===== src/fcr_pkg.sv =====
// Shared types and constants for the feedback comb reverb.
package fcr_pkg;

  localparam int unsigned SAMPLE_W = 16;
  localparam int unsigned DELAY_W  = 13;
  localparam int unsigned CFG_IDX_W = 1;

  localparam logic [CFG_IDX_W-1:0] REG_DELAY_SAMPLES = 1'd0;
  localparam logic [CFG_IDX_W-1:0] REG_DECAY         = 1'd1;

  localparam logic [DELAY_W-1:0]         DELAY_RESET = 13'd4410;
  localparam logic signed [SAMPLE_W-1:0] DECAY_RESET = 16'sd16384;

  typedef struct packed {
    logic                        channel;
    logic signed [SAMPLE_W-1:0]  sample_in;
  } in_t;

  typedef struct packed {
    logic signed [SAMPLE_W-1:0]  sample_out;
    logic                        out_channel;
  } out_t;

  // How the feedback tap of one transaction is sourced.
  typedef struct packed {
    logic use_mem;    // delay is nonzero, tap comes from the delay store
    logic tap_valid;  // tap entry has been written since reset
  } tap_t;

endpackage


===== src/fcr_mac.sv =====
// Feedback multiply-accumulate with round-half-up and 16-bit saturation.
module fcr_mac (
  input  logic signed [fcr_pkg::SAMPLE_W-1:0] x_i,
  input  logic signed [fcr_pkg::SAMPLE_W-1:0] fb_i,
  input  logic signed [fcr_pkg::SAMPLE_W-1:0] decay_i,
  output logic signed [fcr_pkg::SAMPLE_W-1:0] y_o
);

  logic signed [31:0] prod;
  logic signed [33:0] acc;
  logic signed [18:0] q;

  assign prod = decay_i * fb_i;
  assign acc  = {{3{x_i[15]}}, x_i, 15'd0} + 34'(prod) + 34'sd16384;
  assign q    = 19'(acc >>> 15);

  always_comb begin
    if (q > 19'sd32767) begin
      y_o = 16'sd32767;
    end else if (q < -19'sd32768) begin
      y_o = -16'sd32768;
    end else begin
      y_o = q[15:0];
    end
  end

endmodule


===== config.mk =====
export PLATFORM = sky130hd
export DESIGN_NAME = fcr_mac
export DESIGN_NICKNAME = d
export VERILOG_FILES = /design/src/fcr_pkg.sv /design/src/fcr_mac.sv
export SDC_FILE = /design/constraint.sdc
export NUM_CORES = 1
export LEC_CHECK = 0
export BUFFER_PORTS_ARGS = -buffer_cell sky130_fd_sc_hd__buf_2
export CORE_MARGIN = 1
export CORE_UTILIZATION = 65
export DETAILED_ROUTE_END_ITERATION = 6
export PLACE_DENSITY = 0.84
export SLEW_MARGIN = 15
export SYNTH_ARGS = -nofsm -noshare
export SYNTH_HDL_FRONTEND = slang
export SYNTH_SLANG_ARGS = --single-unit

===== constraint.sdc =====
create_clock -name vclk -period 19.7
set_input_delay 1.97 -clock vclk [all_inputs]
set_output_delay 1.97 -clock vclk [all_outputs]
set_load 0.01 [all_outputs]

# Word-level counts from Yosys, hierarchy flattened

Index checks and enable logic that the tools add are counted.

Add/subtract/negate cells: 2
Multiply operators: 1
Order comparisons: 2
Muxes and demuxes: 2

Operators with widths:

| operator                                                        | number |
|---|---|
| adder 33 x 16 -> 34 bit, second input constant                  | 1 |
| adder 31 x 32 -> 33 bit                                         | 1 |
| multiplier 16 x 16 -> 32 bit                                    | 1 |
| two-way mux 16 bit                                              | 2 |
| greater-than comparator 19 x 16 -> 1 bit, second input constant | 1 |
| < comparator 19 x 16 -> 1 bit, second input constant            | 1 |

Output and inout bits: 16
Input port bits: 48
Word-level logic and storage cells: 7
Register bits after elaboration: 0

# Longest topological paths before layout

Depth after elaboration: 6
Gate-level depth with buffers: 25
Depth with buffers taken out: 23

# Worst setup path after synthesis

No wires, ideal clock.

Kind: input to output
Start point: in decay_i[15] (netlist name)
End point: out y_o[10] (netlist name)
Buffers on the path: 3
Data required time: 17,730 ps
Arrival: 8,093 ps
Setup slack: 9,637 ps
Cell stages on the path: 22
Path through: clkbuf_1 -> nand2_1 -> inv_1 -> fa_1 -> fa_1 -> fa_1 -> fa_1 -> fa_1 -> inv_1 -> fa_1 -> inv_1 -> ha_1 -> buf_6 -> a21o_1 -> a21o_1 -> a2111oi_2 -> o32ai_2 -> a31oi_4 -> xor2_2 -> o31ai_2 -> buf_6 -> a21o_1

Longest elaborated chain between the ends: 6
Elaborated cells between the ends (all ways): 7
Classes of those cells: add/sub: 2; mul: 1; order compare: 2; mux: 2

RTL lines:

| element                          | RTL line      | text |
|---|---|---|
| start, declared                  | fcr_mac.sv:5  | `input logic signed [fcr_pkg::SAMPLE_W-1:0] decay_i,` |
| multiplier 16 x 16 -> 32 bit (*) | fcr_mac.sv:13 | `assign prod = decay_i * fb_i;` |
| adder 31 x 32 -> 33 bit (*)      | fcr_mac.sv:14 | `assign acc = {{3{x_i[15]}}, x_i, 15'd0} + 34'(prod) + 34'sd16384;` |
| adder 33 x 16 -> 34 bit (*)      | fcr_mac.sv:14 |  |
| < comparator 19 x 16 -> 1 bit    | fcr_mac.sv:20 | `end else if (q < -19'sd32768) begin` |
| two-way mux 16 bit               | fcr_mac.sv:20 |  |
| two-way mux 16 bit (*)           | fcr_mac.sv:18 | `if (q > 19'sd32767) begin` |
| end, declared                    | fcr_mac.sv:6  | `output logic signed [fcr_pkg::SAMPLE_W-1:0] y_o` |

Every way passes the cells marked *; elsewhere a longest branch is shown, timed or not.

# Final worst setup path

Start point: in decay_i[15] (netlist name)
End point: out y_o[14] (netlist name)

The elaborated chain is that of the path after synthesis.

==> impl_metrics.json <==
{
  "drt-wirelength-per-cell_um": 17.5,
  "min_path_type": "input pin to primary output",
  "synth_top_family_by_area": "adder cells",
  "crit_required_ns": 17.73,
  "start_util_pct": 66.6,
  "worstPathArrival_ns": 9.14,
  "rsz0062_at_grt": "no",
  "clockBufferCount": 0,
  "path_delay_family": "adder cells",
  "synth_fa_ha_area_share_pct": 62.8,
  "timing.final.crit_share_pct": 56.4,
  "path_class": "input pin to primary output",
  "place_congestion": 0.924,
  "drive_gt1_share_pct": 6.93,
  "critPathCaptureType": "primary output",
  "syn-num-nets": 1648,
  "drc": 0,
  "ys_warn_count": 0,
  "worstPathBufferInverterCount": 5,
  "dp_cells": 1461,
  "synthDistinctLibCells": 57,
  "status": "finished, final reports clean",
  "avgSynthCellArea_um2": 9.07,
  "setup-violations-final": 0,
  "slowest_delay_ns": 0.87,
  "cp_cell_sequence": "buf_2, nand2_1, inv_1, fa_1, fa_1, fa_1, fa_1, fa_1, inv_1, fa_1, inv_1, ha_1, a21o_1, a21o_1, a2111oi_2, o32ai_2, a31oi_4, xor2_2, o31ai_2, a41o_2, buf_2",
  "synth_mux_area_share_pct": 0,
  "rows": 47,
  "mappedNetlistArea_um2": 11100,
  "dr_total_vias": 8256,
  "yosysSeqAreaShare_pct": 0,
  "crit_top_cell": "fa_1",
  "antenna_found_initial": 0,
  "worst_hold_path.endpoint": "y_o[7]",
  "final-hold-violation-count": 0,
  "cts_resized": 0,
  "seq_area_um2": 0,
  "syn-instance-count": 1219,
  "postCtsHoldBufs": 0,
  "synth_compound_area_share_pct": 7.19,
  "crit_cells": 21,
  "dieHeight_um": 132,
  "n_fill_cell": 1287,
  "ios": 64,
  "final_antenna_net_count": 0,
  "slew_viol_final": 0,
  "grt_max_degree": 17,
  "core_um2": 16600,
  "vias_per_cell": 5.65,
  "layout_common_cells": "inv_1, fa_1, nand2_1, and2_1, ha_1",
  "min_path_cells": 8,
  "final_cells": 1461,
  "drt_iter0_drc": 410,
  "fin_tns_setup_ns": 0,
  "die-area_um2": 17500,
  "hp-start": "fb_i[0]",
  "placed_area_um2": 11400,
  "dpl.hpwl_mm": 21.9,
  "grt_pass1_wl_mm": 44.2,
  "worst_pin_slew_ns": 0.989,
  "final_cell_area_um2": 11400,
  "fin_nets": 1672,
  "synth_xor_area_share_pct": 1.96,
  "mostFrequentLayoutCell": "inv_1",
  "fmax_mhz": 90.0,
  "fp.dieW_um": 132,
  "startpoint_type": "input pin",
  "grt.overflow.total": 0,
  "globalRouteTotalUtil_pct": 32.2,
  "grt_pass1_vias": 9325,
  "drv_cap": 0,
  "area_delta_synth_final_pct": 3.58,
  "routed_wl_mm": 25.5,
  "io_buffers": 64,
  "postCtsSetupBuffers": 0,
  "min_period_ns": 11.11,
  "synth_simple_gate_area_share_pct": 15.2,
  "critPathSlowestCell": "fa_1",
  "seq_cells": 0,
  "crit_fanout": 16,
  "drt_first_pass_iters": 5,
  "diodes": 0,
  "slew_headroom_pct": 33.7
}
cell usage after synthesis (2+ instances only):
cell type	count	area [µm²]
a2111oi_2	2	30.0
a211o_1	2	17.5
a211oi_1	4	30.0
a21boi_0	2	15.0
a21o_1	15	113
a21o_2	4	35.0
a21oi_1	31	155
a221oi_1	2	17.5
a31o_1	2	17.5
a31oi_4	2	42.5
and2_1	118	738
and3_1	2	12.5
buf_1	2	7.51
buf_2	4	20.0
buf_6	5	56.3
clkbuf_1	31	116
fa_1	289	5790
ha_1	92	1150
inv_1	325	1220
nand2_1	141	529
nand2b_1	4	25.0
nand3_1	9	45.0
nand4_1	10	62.6
nor2_1	35	131
nor3_1	7	35.0
nor3_4	2	32.5
nor3b_1	2	15.0
o211ai_1	3	22.5
o21a_1	5	37.5
o21ai_0	17	85.1
o21ai_1	4	20.0
o21bai_1	2	15.0
xnor2_1	17	149
xor2_1	4	35.0
worst max path at each step:
stage,from,end,slack (ns)
finish,decay_i[15],y_o[14],8.59
global route,decay_i[15],y_o[14],8.14
CTS,decay_i[15],y_o[14],8.60
detailed placement,decay_i[15],y_o[14],8.60
global placement,decay_i[15],y_o[14],8.89
floorplan,decay_i[15],y_o[10],9.64
tightest hold or removal path, delay by kind of cell:
family          cells  cell delay (ns)
xor+xnor            1             0.15
simple gates        2             0.24
compound gates      3             0.43
buf+inv             2             0.29
layout make-up:
| class | instances | area (µm²) | area share (%) |
|---|---|---|---|
| repair buffers | 64 | 320 | 2.80 |
| inverters | 325 | 1220 | 10.7 |
| multi-input cells | 852 | 9630 | 84.1 |
| well taps | 220 | 275 | 2.40 |
through the flow:
stage	hold slack, ns	setup slack [ns]	utilization, %
after CTS	5.07	8.60	69.0
after detailed placement	5.06	8.60	69.0
after global placement	5.05	8.89	69.0
after floorplan	4.58	9.64	-
final	5.06	8.59	69.0
after global routing	5.16	8.14	69.0
layer usage:
metal | GRT usage [%] | wire, µm | vias up | share of wire (%)
li1 | - | - | 3650 | -
met4 | 16.6 | 1510 | 0 | 5.9
met1 | 38.0 | 9210 | 4216 | 36
met5 | 0 | 0 | - | 0
met2 | 59.6 | 13600 | 297 | 53
met3 | 1.69 | 1190 | 93 | 4.7
cells by family (layout without fill, tap and decap cells):
| logic type | Yosys count | after routing |
|---|---|---|
| AOI/OAI and AO/OA | 111 | 111 |
| xor gates and xnor gates | 23 | 23 |
| adders and majority gates | 381 | 381 |
| buffers and inverters | 367 | 389 |
| and+or+nand+nor | 337 | 337 |
Power is left out: the tool's default activity adds up to more than one toggle a clock period on the data nets, which glitch-free logic cannot reach.
