===== src/fcr_pkg.sv =====
// Shared types and constants for the feedback comb reverb.
package fcr_pkg;

  localparam int unsigned SAMPLE_W = 16;
  localparam int unsigned DELAY_W  = 13;
  localparam int unsigned CFG_IDX_W = 1;

  localparam logic [CFG_IDX_W-1:0] REG_DELAY_SAMPLES = 1'd0;
  localparam logic [CFG_IDX_W-1:0] REG_DECAY         = 1'd1;

  localparam logic [DELAY_W-1:0]         DELAY_RESET = 13'd4410;
  localparam logic signed [SAMPLE_W-1:0] DECAY_RESET = 16'sd16384;

  typedef struct packed {
    logic                        channel;
    logic signed [SAMPLE_W-1:0]  sample_in;
  } in_t;

  typedef struct packed {
    logic signed [SAMPLE_W-1:0]  sample_out;
    logic                        out_channel;
  } out_t;

  // How the feedback tap of one transaction is sourced.
  typedef struct packed {
    logic use_mem;    // delay is nonzero, tap comes from the delay store
    logic tap_valid;  // tap entry has been written since reset
  } tap_t;

endpackage


===== src/fcr_pos.sv =====
// Per-channel ring positions and delay store address generation.
module fcr_pos #(
  parameter int unsigned CHANNELS  = 2,
  parameter int unsigned MAX_DELAY = 8192,
  localparam int unsigned AW     = $clog2(MAX_DELAY),
  localparam int unsigned ADDR_W = $clog2(CHANNELS * MAX_DELAY)
) (
  input  logic                        clk_i,
  input  logic                        rst_ni,
  input  logic                        accept_i,
  input  logic                        channel_i,
  input  logic [fcr_pkg::DELAY_W-1:0] delay_i,
  output logic [ADDR_W-1:0]           rd_addr_o,
  output logic [ADDR_W-1:0]           wr_addr_o,
  output fcr_pkg::tap_t               tap_o
);

  localparam int unsigned CW = (CHANNELS > 1) ? $clog2(CHANNELS) : 1;
  localparam int unsigned EW = ((AW > fcr_pkg::DELAY_W) ? AW : fcr_pkg::DELAY_W) + 1;
  localparam logic [EW-1:0] MAX_E = EW'(MAX_DELAY);

  logic [AW-1:0] wp_q [CHANNELS];
  logic [AW-1:0] wp_d;
  logic [CHANNELS-1:0] wrapped_q;
  logic [CW-1:0] ch_idx;
  logic [EW-1:0] d_ext, d_eff, wp_ext, rp_ext, wp_inc;
  logic [AW-1:0] wp_cur;

  assign ch_idx = (CHANNELS > 1) ? CW'(channel_i) : '0;
  assign wp_cur = wp_q[ch_idx];
  assign wp_ext = EW'(wp_cur);
  assign d_ext  = EW'(delay_i);
  assign d_eff  = (d_ext >= MAX_E) ? (MAX_E - EW'(1)) : d_ext;
  assign rp_ext = (wp_ext >= d_eff) ? (wp_ext - d_eff) : (wp_ext + MAX_E - d_eff);
  assign wp_inc = wp_ext + EW'(1);
  assign wp_d   = (wp_inc >= MAX_E) ? '0 : wp_inc[AW-1:0];

  // Entries are written in ring order from zero, so before the first wrap an
  // entry holds data only if it lies behind the write position.
  assign tap_o.use_mem   = (d_eff != '0);
  assign tap_o.tap_valid = wrapped_q[ch_idx] || (wp_ext >= d_eff);

  assign rd_addr_o = ADDR_W'(ch_idx) * ADDR_W'(MAX_DELAY) + ADDR_W'(rp_ext[AW-1:0]);
  assign wr_addr_o = ADDR_W'(ch_idx) * ADDR_W'(MAX_DELAY) + ADDR_W'(wp_cur);

  always_ff @(posedge clk_i or negedge rst_ni) begin
    if (!rst_ni) begin
      for (int i = 0; i < int'(CHANNELS); i++) begin
        wp_q[i] <= '0;
      end
      wrapped_q <= '0;
    end else if (accept_i) begin
      wp_q[ch_idx] <= wp_d;
      if (wp_inc >= MAX_E) begin
        wrapped_q[ch_idx] <= 1'b1;
      end
    end
  end

endmodule


===== config.mk =====
export PLATFORM = sky130hd
export DESIGN_NAME = fcr_pos
export DESIGN_NICKNAME = d
export VERILOG_FILES = /design/src/fcr_pkg.sv /design/src/fcr_pos.sv
export SDC_FILE = /design/constraint.sdc
export NUM_CORES = 1
export LEC_CHECK = 0
export BUFFER_PORTS_ARGS = -buffer_cell sky130_fd_sc_hd__buf_2
export CORE_UTILIZATION = 35
export DETAILED_ROUTE_END_ITERATION = 6
export PLACE_DENSITY = 0.51
export SYNTH_ARGS = -nofsm -noshare
export SYNTH_HDL_FRONTEND = slang
export SYNTH_SLANG_ARGS = --single-unit

===== constraint.sdc =====
create_clock -name clk_i -period 4 [get_ports clk_i]
set_input_delay 0.2 -clock clk_i [delete_from_list [all_inputs] [get_ports clk_i]]
set_output_delay 0.2 -clock clk_i [all_outputs]
set_load 0.02 [all_outputs]

Word level (Yosys, flattened, before mapping)
Cells that the tools add are included.
W data, S select, Z words.
- register bits after elaboration: 28
- output and inout port bits: 30
- reduce and logical (&&, ||, !) cells: 5
- multiplexer cells: 13
- bitwise logic cells: 2
- $add $sub $neg: 6
- order comparisons: 7
- operators with widths (cell ; number):
    $mux W13 ; 7
    $add A14 B13 Y14 ; 2
    $bwmux W26 ; 1
    $sub A13 B13 Y13 ; 2
    $add A13 B1 Y14 const B ; 1
    $ge A13 B14 Y1 const B ; 1
    $ge A14 B14 Y1 const B ; 1
    $reduce_bool A14 Y1 ; 1
    $add A13 B1 Y13 const B ; 1
    $demux W13 S1 ; 1
    $ge A13 B13 Y1 ; 1
    $mux W1 ; 3
    $ge A2 B2 Y1 const B ; 1
    $logic_and A1 B1 Y1 ; 2
    $lt A1 B2 Y1 const B ; 1
    $lt A2 B1 Y1 const B ; 1
    $not A1 Y2 ; 1
    $or A2 B2 Y2 ; 1
    $reduce_and A2 Y1 ; 1
    $demux W1 S1 ; 1
    $ge A1 B1 Y1 const B ; 1
    $logic_or A1 B1 Y1 ; 1

Logic depth before layout (Yosys ltp)
- depth after elaboration: 8
- mapped depth: 11
- depth with buffers taken out: 8

Least setup slack after synthesis
OpenSTA, ideal clock, no wires.
- path kind: input port to output port
- from: input channel_i
- to: output rd_addr_o[12]
- path buffers: 3
- required time: 3.800 ns
- path slack: 0.611 ns
- arrival time: 3.189 ns
- cell stages on the path: 11
- cells stage by stage: buf_6 clkbuf_8 clkbuf_1 mux2i_1 ha_1 fa_1 nor2b_1 o21ai_0 a21oi_1 nor4_1 a2111oi_0
- longest elaborated chain between the ends: 8
- RTL lines (item ; RTL line ; source):
    from (decl) ; fcr_pos.sv:11 ; input logic channel_i,
    $not A1 Y2 (implied by the code) (*) ; fcr_pos.sv:30 ; assign wp_cur = wp_q[ch_idx];
    $mux W13 (implied by the code) (*) (3 in a row) ; fcr_pos.sv:30 ;
    $add A13 B1 Y13 ; fcr_pos.sv:34 ; assign rp_ext = (wp_ext >= d_eff) ? (wp_ext - d_eff) : (wp_ext + MAX_E - d_eff);
    $sub A13 B13 Y13 ; fcr_pos.sv:34 ;
    $mux W13 (*) ; fcr_pos.sv:34 ;
    $add A14 B13 Y14 (*) ; fcr_pos.sv:43 ; assign rd_addr_o = ADDR_W'(ch_idx) * ADDR_W'(MAX_DELAY) + ADDR_W'(rp_ext[AW-1:0]);
    to (decl) ; fcr_pos.sv:13 ; output logic [ADDR_W-1:0] rd_addr_o,
Mark *: on every way between the ends. The rest lies on a longest branch, timed or not. The select of a mux whose other input is x is not followed.

Final worst setup path
- from: input channel_i
- to: output rd_addr_o[11]
Same word-level chain as after synthesis.

==> results.py <==
metrics = {
    "global_route": {
        "grt_pass1_vias": 1994,
        "track_usage_pct": 18.2,
        "grt_overflow": 0,
        "grt_max_degree": 35,
        "antenna_found_initial": 0,
        "grt_pass1_wl_mm": 9.52,
    },
    "timing": {
        "tightest_slew_ns": 0.690,
        "tns_ns": 0,
        "post-route-period-util_pct": 83.5,
        "fmax_mhz": 299,
        "setup_viol": 0,
        "hold_viol": 0,
        "rsz0062_at_grt": "no",
        "relSlewSlack_pct": 54.0,
        "fin_crit_ns": 3.34,
        "clock_skew_ns": 0.0110,
        "slew_violations": 0,
    },
    "drt": {
        "wirelength_mm": 5.78,
        "wire_per_inst_um": 15.2,
        "num_vias": 2033,
        "drtPass1Iterations": 4,
        "postRouteAntennaNets": 0,
        "drc_errors": 0,
        "routed_via_density": 5.34,
        "drtIter0Drc": 88,
    },
    "yosys": {
        "async_reset_ff_share_pct": 100,
        "syn_inst": 262,
        "yosys_warnings": 0,
        "ys_ff_latch": 28,
        "synth_ff_type": "dfrtp_1",
        "ys_seq_area_share_pct": 30.7,
        "synth_cell_types": 51,
        "synthesis.nets": 294,
        "synth-edff-count": 0,
        "synth.avg_cell_area_um2": 8.72,
        "synth.cell_area_mm2": 0.00228,
    },
    "final_layout": {
        "antennaDiodeCount": 0,
        "final_nets": 337,
        "syn_to_final_growth_pct": 14.8,
        "most-common-layout-cells": "buf_2, nand2_1, dfrtp_1",
        "n_fill_cell": 662,
        "mostFrequentLayoutCell": "buf_2",
        "final_area_mm2": 0.00262,
        "drive_above_1_share_pct": 20.4,
    },
    "cts": {
        "cts_buffer_depth": 2,
        "cts_tree": "yes",
        "root_buffer": "clkbuf_8",
        "clkTransAtPathRegs_ns": 0.10,
        "cts_htree_levels": 1,
        "cts_made_buffers": 3,
        "cts_resized": 0,
        "clock-sinks": 28,
        "clock_latency_ns": 0.28,
    },
    "critical_path": {
        "cp.depth": 9,
        "startpoint_type": "input pin",
        "crit_start": "channel_i",
        "critical_path_buf_inv_count": 3,
        "r2r_slack_ns": 1.45,
        "crit_type": "input pin to output pin",
        "critPathCaptureType": "output pin",
        "timing.rr.end": "wp_q[23]",
        "cpMaxStageDelayCell": "a2111oi_0",
        "critical_path.max_fanout": 34,
        "max_stage_delay_ns": 0.55,
        "path_cells": "buf_2 > mux2i_1 > inv_1 > ha_1 > a2111oi_0 > a21boi_0 > a311o_1 > nand3_1 > buf_2",
        "crit_top_cell": "buf_2",
        "ff2ff_path_depth": 8,
        "r2r_start": "wp_q[14]",
        "required_ns": 3.80,
        "crit_end": "rd_addr_o[11]",
        "cpLargestDelayFamily": "compound AO/OA/AOI/OAI gates",
        "cp.arrival_ns": 3.14,
    },
    "die": {
        "die-area_mm2": 0.00685,
        "pin_count": 47,
        "rows": 29,
        "die_w_um": 82.8,
        "die_y_um": 82.8,
        "core_area_mm2": 0.00631,
        "initial_core_util_pct": 36.2,
    },
    "placement": {
        "place_area_mm2": 0.00254,
        "place.gp.congestion": 0.808,
        "portBuffers": 46,
        "dpl.hpwl_mm": 4.47,
    },
    "run_status": {
        "status": "finished clean",
    },
    "power": {
        "irDropWorstVdd_mv": 0.252,
        "p_per_area_mw_per_mm2": 449,
        "leakage_nw": 1.35,
    },
    "run": {
        "max-cap-violations": 0,
    },
    "hold_path": {
        "hp-class": "input pin to flip-flop",
    },
}
[worst min-delay path, cell delays in order]
cell     delay [ns]
buf_2          0.13
nand3_1        0.11
o21ai_0        0.08
[metrics by stage]
step	setup WS [ns]	hold slack, ns	cells	power (mW)	util [%]
6_report	0.659	0.263	381	1.18	41.5
5_1_grt	0.492	0.267	381	1.27	41.5
4_1_cts	0.719	0.263	381	1.19	41.5
3_5_place_dp	0.728	0.266	376	0.956	40.2
3_3_place_gp	0.796	0.268	376	0.955	40.2
2_1_floorplan	0.611	-0.0956	262	0.786	-
[cells by family after synthesis]
logic type	after synthesis	share of synthesized area, %
AO/OA/AOI/OAI	57	16.6
XOR/XNOR	22	8.44
adder cells (fa/ha/maj)	15	8.55
buffers and inverters	34	7.18
flip-flops	28	30.7
multiplexers	14	6.52
AND/OR/NAND/NOR	92	22.0
[routing by layer]
metal | vias up | share of wire, % | GRT usage (%)
met4 | 0 | 0.24 | 2.07
met1 | 976 | 48 | 24.5
met5 | - | 0 | 0
li1 | 1018 | - | -
met2 | 37 | 47 | 31.3
met3 | 2 | 4.2 | 3.28
[report_power, final]
group	internal, mW	switching [mW]	total (mW)
clock network	0.134	0.0912	0.225
registers	0.331	0.0616	0.392
logic	0.215	0.344	0.559
total	0.680	0.497	1.18
[cells in the mapped netlist (all sizes together) (5+ instances only)]
cell,number,area share [%]
xnor2,11,4.2
clkbuf,5,1.3
mux2,7,3.5
nor2b,5,1.4
dfrtp,28,31
o21ai,21,4.6
nor2,14,2.3
nand2,28,4.6
ha,14,7.7
inv,25,4.1
a21oi,10,2.2
nor4,5,1.9
nand4,6,1.6
xor2,11,4.2
nand3,10,2.2
mux2i,7,3.1
[registers in the layout, summed over array words and instances, names as in the netlist]
signal     cells
wp_q          26
wrapped_q      2
[how the worst min path moves through the flow]
stage / start / end / slack, ns / depth (start not counted)
after floorplan: rst_ni / wp_q[0] / -0.1 / 0
after global placement: rst_ni / wp_q[1] / 0.27 / 1
after detailed placement: rst_ni / wp_q[14] / 0.27 / 1
after CTS: accept_i / wp_q[8] / 0.26 / 3
after global routing: accept_i / wp_q[8] / 0.27 / 3
final: accept_i / wp_q[8] / 0.26 / 3
[final cells by class]
cell class | instances | area, um^2 | share of cell area, %
repair buffers | 47 | 240 | 9.16
clock inverters | 1 | 30.0 | 1.15
inverters | 25 | 93.8 | 3.58
well taps | 77 | 96.3 | 3.68
flip-flops and latches | 28 | 701 | 26.7
multi-input cells | 200 | 1420 | 54.1
clock buffers | 3 | 41.3 | 1.58
[what timing repair did]
item | in CTS | in global routing
setup buffers | 0 | 0
hold endpoints to repair | 28 | 0
hold buffers | 1 | 0
No activity file was read; power rests on OpenSTA's default activity.
